===== config.mk =====
export PLATFORM = sky130hd
export DESIGN_NAME = label_value_packet_deframer_core_flat
export DESIGN_NICKNAME = d
export VERILOG_FILES = /design/src/lvpd_pkg.sv /design/src/lvpd_if.sv /design/src/lvpd_parse.sv /design/src/lvpd_outbuf.sv /design/src/label_value_packet_deframer_core.sv /design/src/flat_wrapper.sv
export SDC_FILE = /design/constraint.sdc
export NUM_CORES = 1
export LEC_CHECK = 0
export BUFFER_PORTS_ARGS = -buffer_cell sky130_fd_sc_hd__buf_2
export CORE_ASPECT_RATIO = 1.2
export CORE_MARGIN = 2
export CORE_UTILIZATION = 60
export DETAILED_ROUTE_END_ITERATION = 10
export HOLD_SLACK_MARGIN = 0.05
export PLACE_DENSITY = 0.79
export SLEW_MARGIN = 0
export SYNTH_ARGS = -nofsm -noshare
export SYNTH_HDL_FRONTEND = slang
export SYNTH_SLANG_ARGS = --single-unit

===== constraint.sdc =====
create_clock -name clk -period 20.5 [get_ports clk]
set_clock_uncertainty 0.05 [all_clocks]
set_input_delay 4.1 -clock clk [delete_from_list [all_inputs] [get_ports clk]]
set_output_delay 4.1 -clock clk [all_outputs]
set_load 0.005 [all_outputs]

===== src/lvpd_pkg.sv =====
// Package: shared types and constants for the label/value packet deframer.
`timescale 1ns / 1ps
`default_nettype none

package lvpd_pkg;

    localparam int unsigned HEADER_BYTES = 8;
    localparam logic [8:0]  MAX_ELEMENTS = 9'd255;
    localparam logic [15:0] ID_LIMIT_RESET = 16'd16;

    localparam logic [7:0] CH_PRINT_LO = 8'h20;
    localparam logic [7:0] CH_PRINT_HI = 8'h7E;
    localparam logic [7:0] CH_NUL      = 8'h00;
    localparam logic [7:0] CH_SOH      = 8'h01;
    localparam logic [7:0] CH_STX      = 8'h02;
    localparam logic [7:0] CH_LF       = 8'h0A;
    localparam logic [7:0] CH_COLON    = 8'h3A;
    localparam logic [7:0] CH_BAR      = 8'h7C;

    typedef enum logic [2:0] {
        ROLE_SIZE     = 3'd0,
        ROLE_ID       = 3'd1,
        ROLE_LABEL    = 3'd2,
        ROLE_COLON    = 3'd3,
        ROLE_ENCODING = 3'd4,
        ROLE_DATA     = 3'd5,
        ROLE_BAR      = 3'd6
    } role_t;

    typedef enum logic [2:0] {
        ST_OK       = 3'd0,
        ST_SHORT    = 3'd1,
        ST_BAD_BYTE = 3'd2,
        ST_BAD_ID   = 3'd3,
        ST_TRUNC    = 3'd4,
        ST_TOO_MANY = 3'd5
    } status_t;

    typedef enum logic [1:0] {
        PH_LABEL_EMPTY = 2'd0,
        PH_LABEL       = 2'd1,
        PH_ENCODING    = 2'd2,
        PH_DATA        = 2'd3
    } phase_t;

    typedef struct packed {
        logic [7:0]         byte_out;
        role_t              role;
        logic [7:0]         element_index;
        logic               packet_end;
        status_t            status;
        logic [31:0]        frame_size;
        logic signed [31:0] frame_id;
        logic [7:0]         element_count;
    } result_t;

endpackage

`default_nettype wire


===== src/lvpd_if.sv =====
// Interfaces: byte input channel and result output channel.
`timescale 1ns / 1ps
`default_nettype none

interface lvpd_in_if;
    logic       valid;
    logic       ready;
    logic [7:0] rx_byte;
    logic       final_byte;

    modport source (output valid, output rx_byte, output final_byte, input ready);
    modport sink   (input valid, input rx_byte, input final_byte, output ready);
endinterface

interface lvpd_out_if;
    logic               valid;
    logic               ready;
    logic [7:0]         byte_out;
    logic [2:0]         role;
    logic [7:0]         element_index;
    logic               packet_end;
    logic [2:0]         status;
    logic [31:0]        frame_size;
    logic signed [31:0] frame_id;
    logic [7:0]         element_count;

    modport source (output valid, output byte_out, output role, output element_index,
                    output packet_end, output status, output frame_size,
                    output frame_id, output element_count, input ready);
    modport sink   (input valid, input byte_out, input role, input element_index,
                    input packet_end, input status, input frame_size,
                    input frame_id, input element_count, output ready);
endinterface

`default_nettype wire


===== src/lvpd_parse.sv =====
// Parser: header assembly, body phase tracking, checks and per-byte result.
`timescale 1ns / 1ps
`default_nettype none

module lvpd_parse
    import lvpd_pkg::*;
(
    input  wire logic        clk,
    input  wire logic        rst_n,
    input  wire logic        accept,
    input  wire logic [7:0]  rx_byte,
    input  wire logic        final_byte,
    input  wire logic        cfg_we,
    input  wire logic [15:0] cfg_wdata,
    output result_t          result
);

    logic [15:0] id_limit_reg;
    logic [3:0]  header_count_reg, header_count_next;
    logic [31:0] size_word_reg, size_word_next;
    logic [31:0] id_word_reg, id_word_next;
    phase_t      phase_reg, phase_next;
    logic [8:0]  closed_reg, closed_next;
    logic        bad_seen_reg, bad_seen_next;

    logic        in_header;
    logic        byte_bad;
    logic [7:0]  closed_sat;
    logic [7:0]  count_sat;
    status_t     status;
    role_t       role;

    assign in_header  = (header_count_reg < 4'(HEADER_BYTES));
    assign closed_sat = closed_reg[8] ? 8'hFF : closed_reg[7:0];
    assign count_sat  = closed_next[8] ? 8'hFF : closed_next[7:0];

    always_comb
    begin
        byte_bad = !(rx_byte >= CH_PRINT_LO && rx_byte <= CH_PRINT_HI)
                   && !(rx_byte inside {CH_NUL, CH_SOH, CH_STX, CH_LF});
    end

    always_comb
    begin
        header_count_next = header_count_reg;
        size_word_next    = size_word_reg;
        id_word_next      = id_word_reg;
        phase_next        = phase_reg;
        closed_next       = closed_reg;
        bad_seen_next     = bad_seen_reg;
        role              = ROLE_SIZE;

        if (in_header)
        begin
            if (!header_count_reg[2])
            begin
                role = ROLE_SIZE;
                size_word_next[{header_count_reg[1:0], 3'b000} +: 8] = rx_byte;
            end
            else
            begin
                role = ROLE_ID;
                id_word_next[{header_count_reg[1:0], 3'b000} +: 8] = rx_byte;
            end
            header_count_next = header_count_reg + 4'd1;
        end
        else
        begin
            if (byte_bad)
            begin
                bad_seen_next = 1'b1;
            end
            case (phase_reg)
                PH_LABEL_EMPTY, PH_LABEL:
                begin
                    if (rx_byte == CH_COLON)
                    begin
                        role       = ROLE_COLON;
                        phase_next = PH_ENCODING;
                    end
                    else
                    begin
                        role       = ROLE_LABEL;
                        phase_next = PH_LABEL;
                    end
                end
                PH_ENCODING:
                begin
                    role       = ROLE_ENCODING;
                    phase_next = PH_DATA;
                end
                default:
                begin
                    if (rx_byte == CH_BAR)
                    begin
                        role       = ROLE_BAR;
                        phase_next = PH_LABEL_EMPTY;
                        // hold the count one past the limit
                        if (closed_reg <= MAX_ELEMENTS)
                        begin
                            closed_next = closed_reg + 9'd1;
                        end
                    end
                    else
                    begin
                        role = ROLE_DATA;
                    end
                end
            endcase
        end
    end

    always_comb
    begin
        if (header_count_next < 4'(HEADER_BYTES))
        begin
            status = ST_SHORT;
        end
        else if (bad_seen_next)
        begin
            status = ST_BAD_BYTE;
        end
        else if (!id_word_next[31] && id_word_next >= {16'd0, id_limit_reg})
        begin
            status = ST_BAD_ID;
        end
        else if (phase_next == PH_LABEL || phase_next == PH_ENCODING)
        begin
            status = ST_TRUNC;
        end
        else if (closed_next > MAX_ELEMENTS)
        begin
            status = ST_TOO_MANY;
        end
        else
        begin
            status = ST_OK;
        end
    end

    always_comb
    begin
        result.byte_out      = rx_byte;
        result.role          = role;
        result.element_index = in_header ? 8'd0 : closed_sat;
        result.packet_end    = final_byte;
        if (final_byte)
        begin
            result.status        = status;
            result.frame_size    = size_word_next;
            result.frame_id      = id_word_next;
            result.element_count = count_sat;
        end
        else
        begin
            result.status        = ST_OK;
            result.frame_size    = 32'd0;
            result.frame_id      = 32'sd0;
            result.element_count = 8'd0;
        end
    end

    always_ff @(posedge clk or negedge rst_n)
    begin
        if (!rst_n)
        begin
            id_limit_reg <= ID_LIMIT_RESET;
        end
        else if (cfg_we)
        begin
            id_limit_reg <= cfg_wdata;
        end
    end

    always_ff @(posedge clk or negedge rst_n)
    begin
        if (!rst_n)
        begin
            header_count_reg <= 4'd0;
            size_word_reg    <= 32'd0;
            id_word_reg      <= 32'd0;
            phase_reg        <= PH_LABEL_EMPTY;
            closed_reg       <= 9'd0;
            bad_seen_reg     <= 1'b0;
        end
        else if (accept)
        begin
            if (final_byte)
            begin
                // drop all packet state, ready for the next packet
                header_count_reg <= 4'd0;
                size_word_reg    <= 32'd0;
                id_word_reg      <= 32'd0;
                phase_reg        <= PH_LABEL_EMPTY;
                closed_reg       <= 9'd0;
                bad_seen_reg     <= 1'b0;
            end
            else
            begin
                header_count_reg <= header_count_next;
                size_word_reg    <= size_word_next;
                id_word_reg      <= id_word_next;
                phase_reg        <= phase_next;
                closed_reg       <= closed_next;
                bad_seen_reg     <= bad_seen_next;
            end
        end
    end

endmodule

`default_nettype wire


===== src/lvpd_outbuf.sv =====
// Result register with a skid stage between parser and output channel.
`timescale 1ns / 1ps
`default_nettype none

module lvpd_outbuf
    import lvpd_pkg::*;
(
    input  wire logic    clk,
    input  wire logic    rst_n,
    input  wire logic    in_valid,
    output logic         in_ready,
    input  wire result_t in_data,
    output logic         out_valid,
    input  wire logic    out_ready,
    output result_t      out_data
);

    result_t main_reg, main_next;
    result_t skid_reg, skid_next;
    logic    main_valid_reg, main_valid_next;
    logic    skid_valid_reg, skid_valid_next;
    logic    accept;

    assign in_ready  = !skid_valid_reg;
    assign accept    = in_valid && in_ready;
    assign out_valid = main_valid_reg;
    assign out_data  = main_reg;

    always_comb
    begin
        main_next       = main_reg;
        skid_next       = skid_reg;
        main_valid_next = main_valid_reg;
        skid_valid_next = skid_valid_reg;

        if (out_ready || !main_valid_reg)
        begin
            if (skid_valid_reg)
            begin
                main_next       = skid_reg;
                main_valid_next = 1'b1;
                skid_valid_next = 1'b0;
            end
            else
            begin
                main_next       = in_data;
                main_valid_next = accept;
            end
        end
        else if (accept)
        begin
            // output stalled: park the new transaction
            skid_next       = in_data;
            skid_valid_next = 1'b1;
        end
    end

    always_ff @(posedge clk or negedge rst_n)
    begin
        if (!rst_n)
        begin
            main_valid_reg <= 1'b0;
            skid_valid_reg <= 1'b0;
        end
        else
        begin
            main_valid_reg <= main_valid_next;
            skid_valid_reg <= skid_valid_next;
        end
    end

    always_ff @(posedge clk)
    begin
        main_reg <= main_next;
        skid_reg <= skid_next;
    end

endmodule

`default_nettype wire


===== src/label_value_packet_deframer_core.sv =====
// Top level: label/value packet deframer, byte in, tagged result out.
`timescale 1ns / 1ps
`default_nettype none

// Takes one packet byte per transaction on bytes (final_byte marks the last) and
// returns one result per byte on results: the byte, its role (size word, id word,
// label, colon, encoding, data, bar) and its element index. The result for the
// final byte also carries the size and id header words, the closed element count
// and a status; the block then starts afresh on the next packet. A byte is taken
// every clock while the skid stage is empty; the parser state and the output (or
// skid) register update in the same cycle, and the skid stage keeps input open for
// one more transaction while the output is stalled. id_limit (cfg_we/cfg_wdata)
// resets to 16; the user must write it between packets; the block does not enforce it.
module label_value_packet_deframer_core
    import lvpd_pkg::*;
(
    input  wire logic        clk,
    input  wire logic        rst_n,
    lvpd_in_if.sink          bytes,
    lvpd_out_if.source       results,
    input  wire logic        cfg_we,
    input  wire logic [15:0] cfg_wdata
);

    result_t parsed;
    result_t buffered;
    logic    accept;

    assign accept = bytes.valid && bytes.ready;

    lvpd_parse u_parse (
        .clk        (clk),
        .rst_n      (rst_n),
        .accept     (accept),
        .rx_byte    (bytes.rx_byte),
        .final_byte (bytes.final_byte),
        .cfg_we     (cfg_we),
        .cfg_wdata  (cfg_wdata),
        .result     (parsed)
    );

    lvpd_outbuf u_outbuf (
        .clk       (clk),
        .rst_n     (rst_n),
        .in_valid  (bytes.valid),
        .in_ready  (bytes.ready),
        .in_data   (parsed),
        .out_valid (results.valid),
        .out_ready (results.ready),
        .out_data  (buffered)
    );

    assign results.byte_out      = buffered.byte_out;
    assign results.role          = buffered.role;
    assign results.element_index = buffered.element_index;
    assign results.packet_end    = buffered.packet_end;
    assign results.status        = buffered.status;
    assign results.frame_size    = buffered.frame_size;
    assign results.frame_id      = buffered.frame_id;
    assign results.element_count = buffered.element_count;

endmodule

`default_nettype wire


===== src/flat_wrapper.sv =====
// flat-port wrapper written by rule: the top's interface ports become plain ports
module label_value_packet_deframer_core_flat import lvpd_pkg::*;
  (clk, rst_n, cfg_we, cfg_wdata, bytes_valid, bytes_rx_byte, bytes_final_byte, bytes_ready, results_valid, results_byte_out, results_role, results_element_index, results_packet_end, results_status, results_frame_size, results_frame_id, results_element_count, results_ready);
  lvpd_in_if bytes_i ();
  lvpd_out_if results_i ();
  input  wire logic clk;
  input  wire logic rst_n;
  input  wire logic cfg_we;
  input  wire logic [15:0] cfg_wdata;
  input wire logic [$bits(bytes_i.valid)-1:0] bytes_valid;
  input wire logic [$bits(bytes_i.rx_byte)-1:0] bytes_rx_byte;
  input wire logic [$bits(bytes_i.final_byte)-1:0] bytes_final_byte;
  output wire logic [$bits(bytes_i.ready)-1:0] bytes_ready;
  output wire logic [$bits(results_i.valid)-1:0] results_valid;
  output wire logic [$bits(results_i.byte_out)-1:0] results_byte_out;
  output wire logic [$bits(results_i.role)-1:0] results_role;
  output wire logic [$bits(results_i.element_index)-1:0] results_element_index;
  output wire logic [$bits(results_i.packet_end)-1:0] results_packet_end;
  output wire logic [$bits(results_i.status)-1:0] results_status;
  output wire logic [$bits(results_i.frame_size)-1:0] results_frame_size;
  output wire logic [$bits(results_i.frame_id)-1:0] results_frame_id;
  output wire logic [$bits(results_i.element_count)-1:0] results_element_count;
  input wire logic [$bits(results_i.ready)-1:0] results_ready;
  assign bytes_i.valid = bytes_valid;
  assign bytes_i.rx_byte = bytes_rx_byte;
  assign bytes_i.final_byte = bytes_final_byte;
  assign bytes_ready = bytes_i.ready;
  assign results_valid = results_i.valid;
  assign results_byte_out = results_i.byte_out;
  assign results_role = results_i.role;
  assign results_element_index = results_i.element_index;
  assign results_packet_end = results_i.packet_end;
  assign results_status = results_i.status;
  assign results_frame_size = results_i.frame_size;
  assign results_frame_id = results_i.frame_id;
  assign results_element_count = results_i.element_count;
  assign results_i.ready = results_ready;
  label_value_packet_deframer_core u_core (.clk(clk), .rst_n(rst_n), .bytes(bytes_i), .results(results_i), .cfg_we(cfg_we), .cfg_wdata(cfg_wdata));
endmodule

# Word level (Yosys, flattened, before mapping)
# Cells that the tools add are included.
# totals
regBits	288
inputBits	30
# op_classes
n_addsub	3
n_reduce_logical	18
magnitude_cmp	7
mux	41
n_bitwise	1
n_eq_ne	9
shifts	2
# op_table
op	count
2-to-1 mux 32 bit	6
2-to-1 mux 95 bit	1
2-to-1 mux 75 bit	1
bitwise mux 32 bit	2
2-to-1 mux 9 bit	5
>= comparator 32 x 16 -> 1 bit	1
variable shift 8 x 7 -> 32 bit (first input constant)	1
indexed part select 8 x 7 -> 32 bit	1
2-to-1 mux 8 bit	3
2-to-1 mux 3 bit	6
2-to-1 mux 2 bit	5
adder 9 x 1 -> 9 bit (second input constant)	1
> comparator 9 x 8 -> 1 bit (second input constant)	1
less-or-equal comparator 9 x 8 -> 1 bit (second input constant)	1
== test 8 x 1 -> 1 bit (second input constant)	1
== test 8 x 2 -> 1 bit (second input constant)	1
== test 8 x 4 -> 1 bit (second input constant)	1
== test 8 x 6 -> 1 bit (second input constant)	1
== test 8 x 7 -> 1 bit (second input constant)	1
>= comparator 8 x 6 -> 1 bit (second input constant)	1
less-or-equal comparator 8 x 7 -> 1 bit (second input constant)	1
logical NOT 8 bit	1
less-than comparator 4 bit (second input constant)	2
2-to-1 mux 1 bit	8
17 further kinds	28

# Logic depth before layout (Yosys ltp)
# Gate-level depths: netlist (run 1).
# depth
word_depth	13
depth_mapped	13
ltp_nobuf	13

# Cells and area by module
# Synthesis (run 1) repeated with hierarchy kept, for this count alone.
# hier_totals
cells_unflattened	1060
area_unflattened_um2	13182.6
# by_module_without_submodules
module	n_inst	area_per_inst_um2	cells_each	seq_area_each_um2
lvpd_outbuf	1	6998.0	304	5755.5
lvpd_parse	1	6178.4	755	2403.6
label_value_packet_deframer_core	1	6.3	1	0.0

# Worst setup path after synthesis (run 1)
# Ideal clock, no wire load.
# synth_path
path_type	input port to flip-flop
startpoint	in results_ready
endpoint	reg u_core.u_outbuf.skid_reg[0] (netlist bit) (enable)
arrival_ns	10.615
n_path_buf	0
slack_ns	9.285
required_ns	19.900
cell_stages	2
cell_sequence	nand2b_1 nor2_1
# synth_via
elab_chain_cells	3
# synth_lines
element	line	source
start: declaration	flat_wrapper.sv:23	input wire logic [$bits(results_i.ready)-1:0] results_ready;
logical OR 1 bit	lvpd_outbuf.sv:36	if (out_ready || !main_valid_reg)
NOT 1 bit (no source line)	n/a	
AND reduction 2 bit (no source line)	n/a	
end signal: assignment	lvpd_outbuf.sv:75	skid_reg <= skid_next;
end: declaration	lvpd_outbuf.sv:19	result_t skid_reg, skid_next;
# Every way passes these cells.
# A chain may end at the register's enable or synchronous reset.

==> out/qor.csv, run 1 <==
stage,metric,value,unit
yosys,sequential fraction of the synthesis area,62.3,%
critical_path,CP top delay family,compound AO/OA/AOI/OAI gates,
place,GP Congestion,0.864,
critical_path,R2R setup slack,15.92,ns
detailed_routing,Vias/cell,5.98,
detailed_routing,Post-Route WL,27.8,mm
detailed_routing,drc violations,0,
clock_tree,clock-pin slew on the worst setup and hold paths,0.07,ns
critical_path,FF-to-FF path depth,11,
timing,Achievable Freq,0.154,GHz
critical_path,Crit Reg-Reg Startpoint,u_core.u_parse.header_count_reg[0],
detailed_routing,number of DRC markers in iteration 0,901,
timing,Max transition margin,26.7,%
die,Starting Density,60.8,%
timing,post-route minimum period,6.49,ns
clock_tree,Num CTS Buffers,27,
timing,Slew @ Worst Pin,1.10,ns
critical_path,worst-path maximum fanout,15,
hold_path,Worst Hold Depth,2,
power,PD cells,95.1,nW/µm²
critical_path,crit path kind,input port to flip-flop,
yosys,Post-Synthesis Cells,1093,
finish,Sequential cell area,8160,µm²
global_routing,initial antenna violation count,1,
clock_tree,CTS max path bufs,3,
timing,unrepaired setup endpoints after global routing,no,
hold_path,HP Start,u_core.u_parse.size_word_reg[3],
clock_tree,"Clk Latency, worst-skew pair",0.53,ns
finish,"leading cell type in the layout, fill and taps excluded",edfxtp_1,
critical_path,largest stage delay on the critical path,0.48,ns
timing,Final Cycle Share,31.7,%
detailed_routing,Routed Antenna Nets,0,
die,Die Width,139,µm
finish,Multi-input gate area,4590,µm²
critical_path,reg2reg end,u_core.u_outbuf.out_data[73],
yosys,Synth Cell Area,13100,µm²
place,placed cell areas,13900,µm²
finish,post-layout util,68.6,%
die,Boundary Pins,127,
die,core area,21600,µm²
global_routing,Tot GR Track Use,24.2,%
detailed_routing,WL/cell,18.8,µm
global_routing,gr ovfl total,0,
power,Max VDD drop,0.0804,mV
critical_path,"Slowest-stage cell, CP",o311ai_1,
critical_path,Crit path depth,9,
outcome,status,completed,
critical_path,CP Cell Sequence,buf_2 -> nand2_1 -> o21ai_0 -> ha_1 -> a211oi_1 -> o32ai_1 -> o311ai_1 -> a31oi_1 -> mux2_4,
power,Leakage Power,6.03,nW
clock_tree,CTS resizes,0,
clock_tree,Clock Sinks,288,
place,dpl ws,13.52,ns
place,Port Buf Inserts,126,
finish,nets,1239,
timing,setup tns final,0,ns
clock_tree,Root Buffer Master,clkbuf_16,
critical_path,number of buffers and inverters on the critical path,1,
yosys,ys async rst share,34.0,%
timing,final slew viol count,0,
finish,most frequent cells in the layout,"190 x edfxtp_1, 177 x nand2_1, 125 x buf_2",
timing,Setup Viol. Count Final,0,
yosys,ys flop type,edfxtp_1,
die,Die Y,166,µm
finish,Fillers,1583,
yosys,Synthesis Warnings,0,
finish,Finished Cell Area,14800,µm²
hold_path,HP Class,flip-flop to flip-flop,
detailed_routing,drt pass-1 iters,5,
yosys,Synthesized Nets,1146,
critical_path,crit path DAT,6.72,ns
global_routing,first-pass GRT wire length,45.7,mm
critical_path,CP Capture Type,flip-flop,
die,row count,59,
clock_tree,CTS tree,built,
finish,layout cells sized above 1,22.4,%
yosys,Seq cells post-synth,288,
critical_path,CP Launch Type,input port,
clock_tree,Post-CTS Setup Inserts,0,
hold_path,Hold Path End,u_core.u_parse.size_word_reg[3],
global_routing,vias in the first global route,8728,
place,detailed placement HPWL,17.7,mm
run,Max Cap Viol,0,
critical_path,CP Data Required Time,20.73,ns
timing,fin worst setup slack,14.01,ns
clock_tree,cts hold-fix bufs,0,
timing,final hold vios,0,
detailed_routing,Vias,8858,
yosys,synth unique cells,62,
die,die area,23000,µm²
yosys,"EDFF count, synth",190,
global_routing,pin count of the biggest net entering global routing,85,
clock_tree,H-Tree Depth,1,
finish,Area Overhead vs Synth,12.9,%
yosys,syn_area_per_cell,12.0,µm²
## layer usage
layer / global-route usage, % / vias to the layer above / wire [µm]
li1: - / 4146 / -
met1: 33.9 / 4336 / 11800
met2: 40.5 / 324 / 13700
met3: 3.09 / 52 / 1670
met4: 6.94 / 0 / 625
met5: 0 / - / 0
## per-stage QoR
step	power (mW)	hold slack, ns	std cells
after floorplan	0.847	0.400	1093
after global placement	0.905	0.412	1431
after detailed placement	0.912	0.422	1431
after CTS	1.41	0.437	1480
after global routing	1.47	0.464	1481
final	1.41	0.434	1481
## where the power goes
group / internal [mW] / leakage [nW] / switching (mW)
Clock: 0.296 / 0.443 / 0.208
Combinational: 0.0759 / 2.40 / 0.118
Sequential: 0.682 / 3.19 / 0.0265
Total: 1.05 / 6.03 / 0.353
## cell usage after synthesis, types with 3 or more instances
cell	instances	area share, %
xor2_1	3	0.20
a21o_1	4	0.23
and2_1	67	3.2
nor2_1	44	1.3
nor3_1	12	0.46
dfrtp_1	97	19
o31a_1	22	1.5
o21ai_0	113	4.3
clkbuf_1	65	1.9
nand3_1	10	0.38
inv_1	25	0.72
nor3b_2	3	0.29
o22ai_1	3	0.14
nand2_1	178	5.1
o21ai_1	6	0.23
nor2b_1	7	0.33
mux2_2	80	6.9
a32o_1	22	1.7
a22o_1	20	1.3
xnor2_1	3	0.20
a21oi_1	22	0.84
ha_1	23	2.2
nand2b_1	6	0.29
mux2i_1	5	0.38
nand4_1	6	0.29
a211oi_1	3	0.17
edfxtp_1	190	44
a21boi_0	5	0.29
nor4_1	3	0.14
buf_1	5	0.14
and3_1	3	0.14
## cells by family (layout without fill, tap and decap cells)
logic type	count (synthesis)	in the layout	synth area share, %
and+or+nand+nor	352	352	12.7
DFF	288	288	62.3
AOI/OAI and AO/OA	241	241	12.2
buffers and inverters	97	210	2.79
muxes	86	86	7.37
adders and majority gates	23	23	2.20
xor gates and xnor gates	6	6	0.401
other	0	1	0
## worst register-to-register path, delay by kind of cell, from the launching register on
kind / cells / cell delay (ns)
compound gates: 5 / 1.56
fa+ha+maj: 2 / 0.76
buf+inv: 1 / 0.17
flops: 1 / 0.54
mux: 1 / 0.30
simple gates: 2 / 0.97
## cell type report
class / count / area share, %
repair buffers: 135 / 4.74
well taps: 274 / 2.32
multi-input cells: 708 / 31.0
clock buffers: 39 / 5.43
inverters: 26 / 0.660
diodes: 1 / 0.0169
flip-flops and latches: 288 / 55.2
clock inverters: 10 / 0.643
## worst max path at each step
stage                           startpoint                           end  slack (ns)
after detailed placement  bytes_rx_byte[0]  u_core.u_outbuf.out_data[73]       13.52
after global routing      bytes_rx_byte[5]  u_core.u_outbuf.out_data[73]       13.77
after global placement    bytes_rx_byte[0]  u_core.u_outbuf.skid_reg[72]       13.62
after CTS                 bytes_rx_byte[0]  u_core.u_outbuf.out_data[73]       14.04
final                     bytes_rx_byte[1]  u_core.u_outbuf.out_data[73]       14.01
after floorplan              results_ready   u_core.u_outbuf.skid_reg[0]        9.28
Note: power is estimated with default switching activity, not from simulation.
==> run 2: changes to the inputs <==
--- a/config.mk
+++ b/config.mk
@@ -8,10 +8,10 @@
 export BUFFER_PORTS_ARGS = -buffer_cell sky130_fd_sc_hd__buf_2
 export CORE_ASPECT_RATIO = 1.2
 export CORE_MARGIN = 2
-export CORE_UTILIZATION = 60
+export CORE_UTILIZATION = 59
 export DETAILED_ROUTE_END_ITERATION = 10
 export HOLD_SLACK_MARGIN = 0.05
-export PLACE_DENSITY = 0.79
+export PLACE_DENSITY = 0.78
 export SLEW_MARGIN = 0
 export SYNTH_ARGS = -nofsm -noshare
 export SYNTH_HDL_FRONTEND = slang
==> constraint.sdc (replaced) <==
create_clock -name clk -period 6.18 [get_ports clk]
set_clock_uncertainty 0.05 [all_clocks]
set_input_delay 1.236 -clock clk [delete_from_list [all_inputs] [get_ports clk]]
set_output_delay 1.236 -clock clk [all_outputs]
set_load 0.005 [all_outputs]
==> run 2 against run 1 <==
  * The run now ends with design-rule violations left
  * Sequential power grew to 3.3 times the previous value
  * Cell count grew 0.34%
  * Combinational power grew to 3.4 times the previous value
  * Utilization is 0.51 points lower
  * Register-to-register slack got worse by 14 ns
  * Non-clock buffer count grew 3
  * Worst setup slack worse by 12 ns
  * Critical path type is now flip-flop to flip-flop
  * Hold slack got worse by 0.0058 ns
  * Cell area rose by 0.27%
  * Die area rose by 1.7%
==> out/qor.csv, run 2 (synthesis gave the netlist of run 1 again) <==
stage,metric,value,unit
timing,post-route minimum period,4.36,ns
timing,Final Cycle Share,70.5,%
critical_path,Worst Setup EP,u_core.u_outbuf.out_data[73],
timing,hold_ws,0.429,ns
clock_tree,Root Buffer Master,clkbuf_16,
clock_tree,clock-pin slew on the worst setup and hold paths,0.06,ns
hold_path,HP Start,u_core.u_parse.size_word_reg[2],
timing,unrepaired setup endpoints after global routing,no,
global_routing,gr ovfl total,0,
clock_tree,CTS resizes,0,
timing,final slew viol count,0,
detailed_routing,drt pass-1 iters,8,
power,Leakage Power,6.05,nW
clock_tree,CTS max path bufs,3,
die,Die Width,140,µm
power,Max VDD drop,0.257,mV
critical_path,crit path DAT,4.60,ns
finish,nets,1243,
clock_tree,Num CTS Buffers,28,
detailed_routing,Vias/cell,5.94,
critical_path,worst-path maximum fanout,16,
power,"Power, Total",4.71,mW
detailed_routing,drc violations,12,
global_routing,Tot GR Track Use,24.3,%
die,die area,23400,µm²
die,Starting Density,60.1,%
place,detailed placement HPWL,18.1,mm
clock_tree,Clock Sinks,288,
clock_tree,cts hold-fix bufs,0,
global_routing,pin count of the biggest net entering global routing,76,
place,GP Congestion,0.829,
timing,Achievable Freq,0.230,GHz
outcome,status,finished with violations,
critical_path,Worst Setup SP,u_core.u_parse.header_count_reg[0],
timing,final hold vios,0,
detailed_routing,Routed Antenna Nets,0,
hold_path,HP Class,flip-flop to flip-flop,
global_routing,initial antenna violation count,1,
critical_path,R2R setup slack,1.82,ns
detailed_routing,WL/cell,19.2,µm
timing,setup tns final,0,ns
finish,Area Overhead vs Synth,13.2,%
finish,layout cells sized above 1,22.8,%
detailed_routing,number of DRC markers in iteration 0,877,
critical_path,reg2reg end,u_core.u_outbuf.out_data[73],
clock_tree,Post-CTS Setup Inserts,0,
clock_tree,"Clk Latency, worst-skew pair",0.54,ns
die,core area,21800,µm²
clock_tree,H-Tree Depth,1,
run,Max Cap Viol,0,
die,Die Y,167,µm
die,Boundary Pins,127,
critical_path,CP Data Required Time,6.42,ns
critical_path,Crit Reg-Reg Startpoint,u_core.u_parse.header_count_reg[0],
global_routing,first-pass GRT wire length,46.0,mm
place,Placed Cells incl. Taps,1434,
place,Port Buf Inserts,126,
timing,Setup Viol. Count Final,0,
detailed_routing,Vias,8829,
global_routing,vias in the first global route,8757,
critical_path,CP Launch Type,flip-flop,
outcome,failing checks,design-rule violations,
clock_tree,CTS tree,built,
detailed_routing,Post-Route WL,28.5,mm
finish,post-route insts no fill,1486,
critical_path,CP Capture Type,flip-flop,
power,PD cells,318,nW/µm²
die,row count,59,
timing,Slew @ Worst Pin,1.03,ns
finish,most frequent cells in the layout,"190 x edfxtp_1, 177 x nand2_1, 125 x buf_2",
place,dpl ws,1.94,ns
timing,Max transition margin,30.7,%
critical_path,FF-to-FF path depth,11,
finish,"leading cell type in the layout, fill and taps excluded",edfxtp_1,
critical_path,crit path kind,flip-flop to flip-flop,
timing,fin worst setup slack,1.82,ns
## run 2: cell count changes in the layout (fill, tap and decap cells not counted)
cell	previous run	this run
inv_8	0	1
clkinv_4	0	1
clkinvlp_4	0	2
clkinv_1	4	1
buf_4	10	13
clkbuf_8	4	3
clkbuf_1	6	8
## run 2: how the worst min path moves through the flow
| stage | endpoint | slack [ns] | depth (start not counted) |
|---|---|---|---|
| finish | u_core.u_parse.size_word_reg[2] | 0.43 | 2 |
| global route | u_core.u_parse.id_word_reg[31] | 0.46 | 2 |
| CTS | u_core.u_parse.size_word_reg[2] | 0.43 | 2 |
| detailed placement | u_core.u_parse.size_word_reg[0] | 0.42 | 2 |
| global placement | u_core.u_parse.size_word_reg[5] | 0.41 | 2 |
| floorplan | u_core.u_parse.size_word_reg[0] | 0.40 | 2 |
## run 2: metrics by stage
step,instance area [µm²],utilization [%]
after floorplan,13100,-
after global placement,13900,63.9
after detailed placement,13900,63.9
after CTS,14800,68.1
after global routing,14800,68.1
final,14800,68.1
## run 2: layout make-up
cell class / count / area [µm²]
flip-flops and latches: 288 / 8160
well taps: 274 / 343
clock inverters: 11 / 119
fillers: 1570 / 6940
clock buffers: 40 / 797
diodes: 1 / 2.50
inverters: 26 / 97.6
multi-input cells: 708 / 4590
repair buffers: 138 / 723
## run 2: critical path, cell delays in order, from the launching register on
cell and delay (ns):
dfrtp_1 0.52, inv_1 0.17, ha_1 0.39, nor3b_2 0.80, nand2_1 0.16, o21ai_0 0.34
ha_1 0.31, a211oi_1 0.26, o32ai_1 0.14, o311ai_1 0.47, a31oi_1 0.20, mux2_4 0.29
## run 2: routing by layer
layer | vias up | share of wire, % | routed length [µm] | track usage (%)
met5 | - | 0 | 0 | 0
met4 | 0 | 2.9 | 817 | 8.08
met3 | 54 | 6.0 | 1710 | 3.49
met2 | 316 | 48 | 13800 | 39.9
met1 | 4293 | 43 | 12200 | 33.8
li1 | 4166 | - | - | -
## run 2: power by group
group	switching, mW	internal (mW)
Clock	0.721	0.983
Combinational	0.404	0.254
Sequential	0.0880	2.26
Total	1.21	3.50
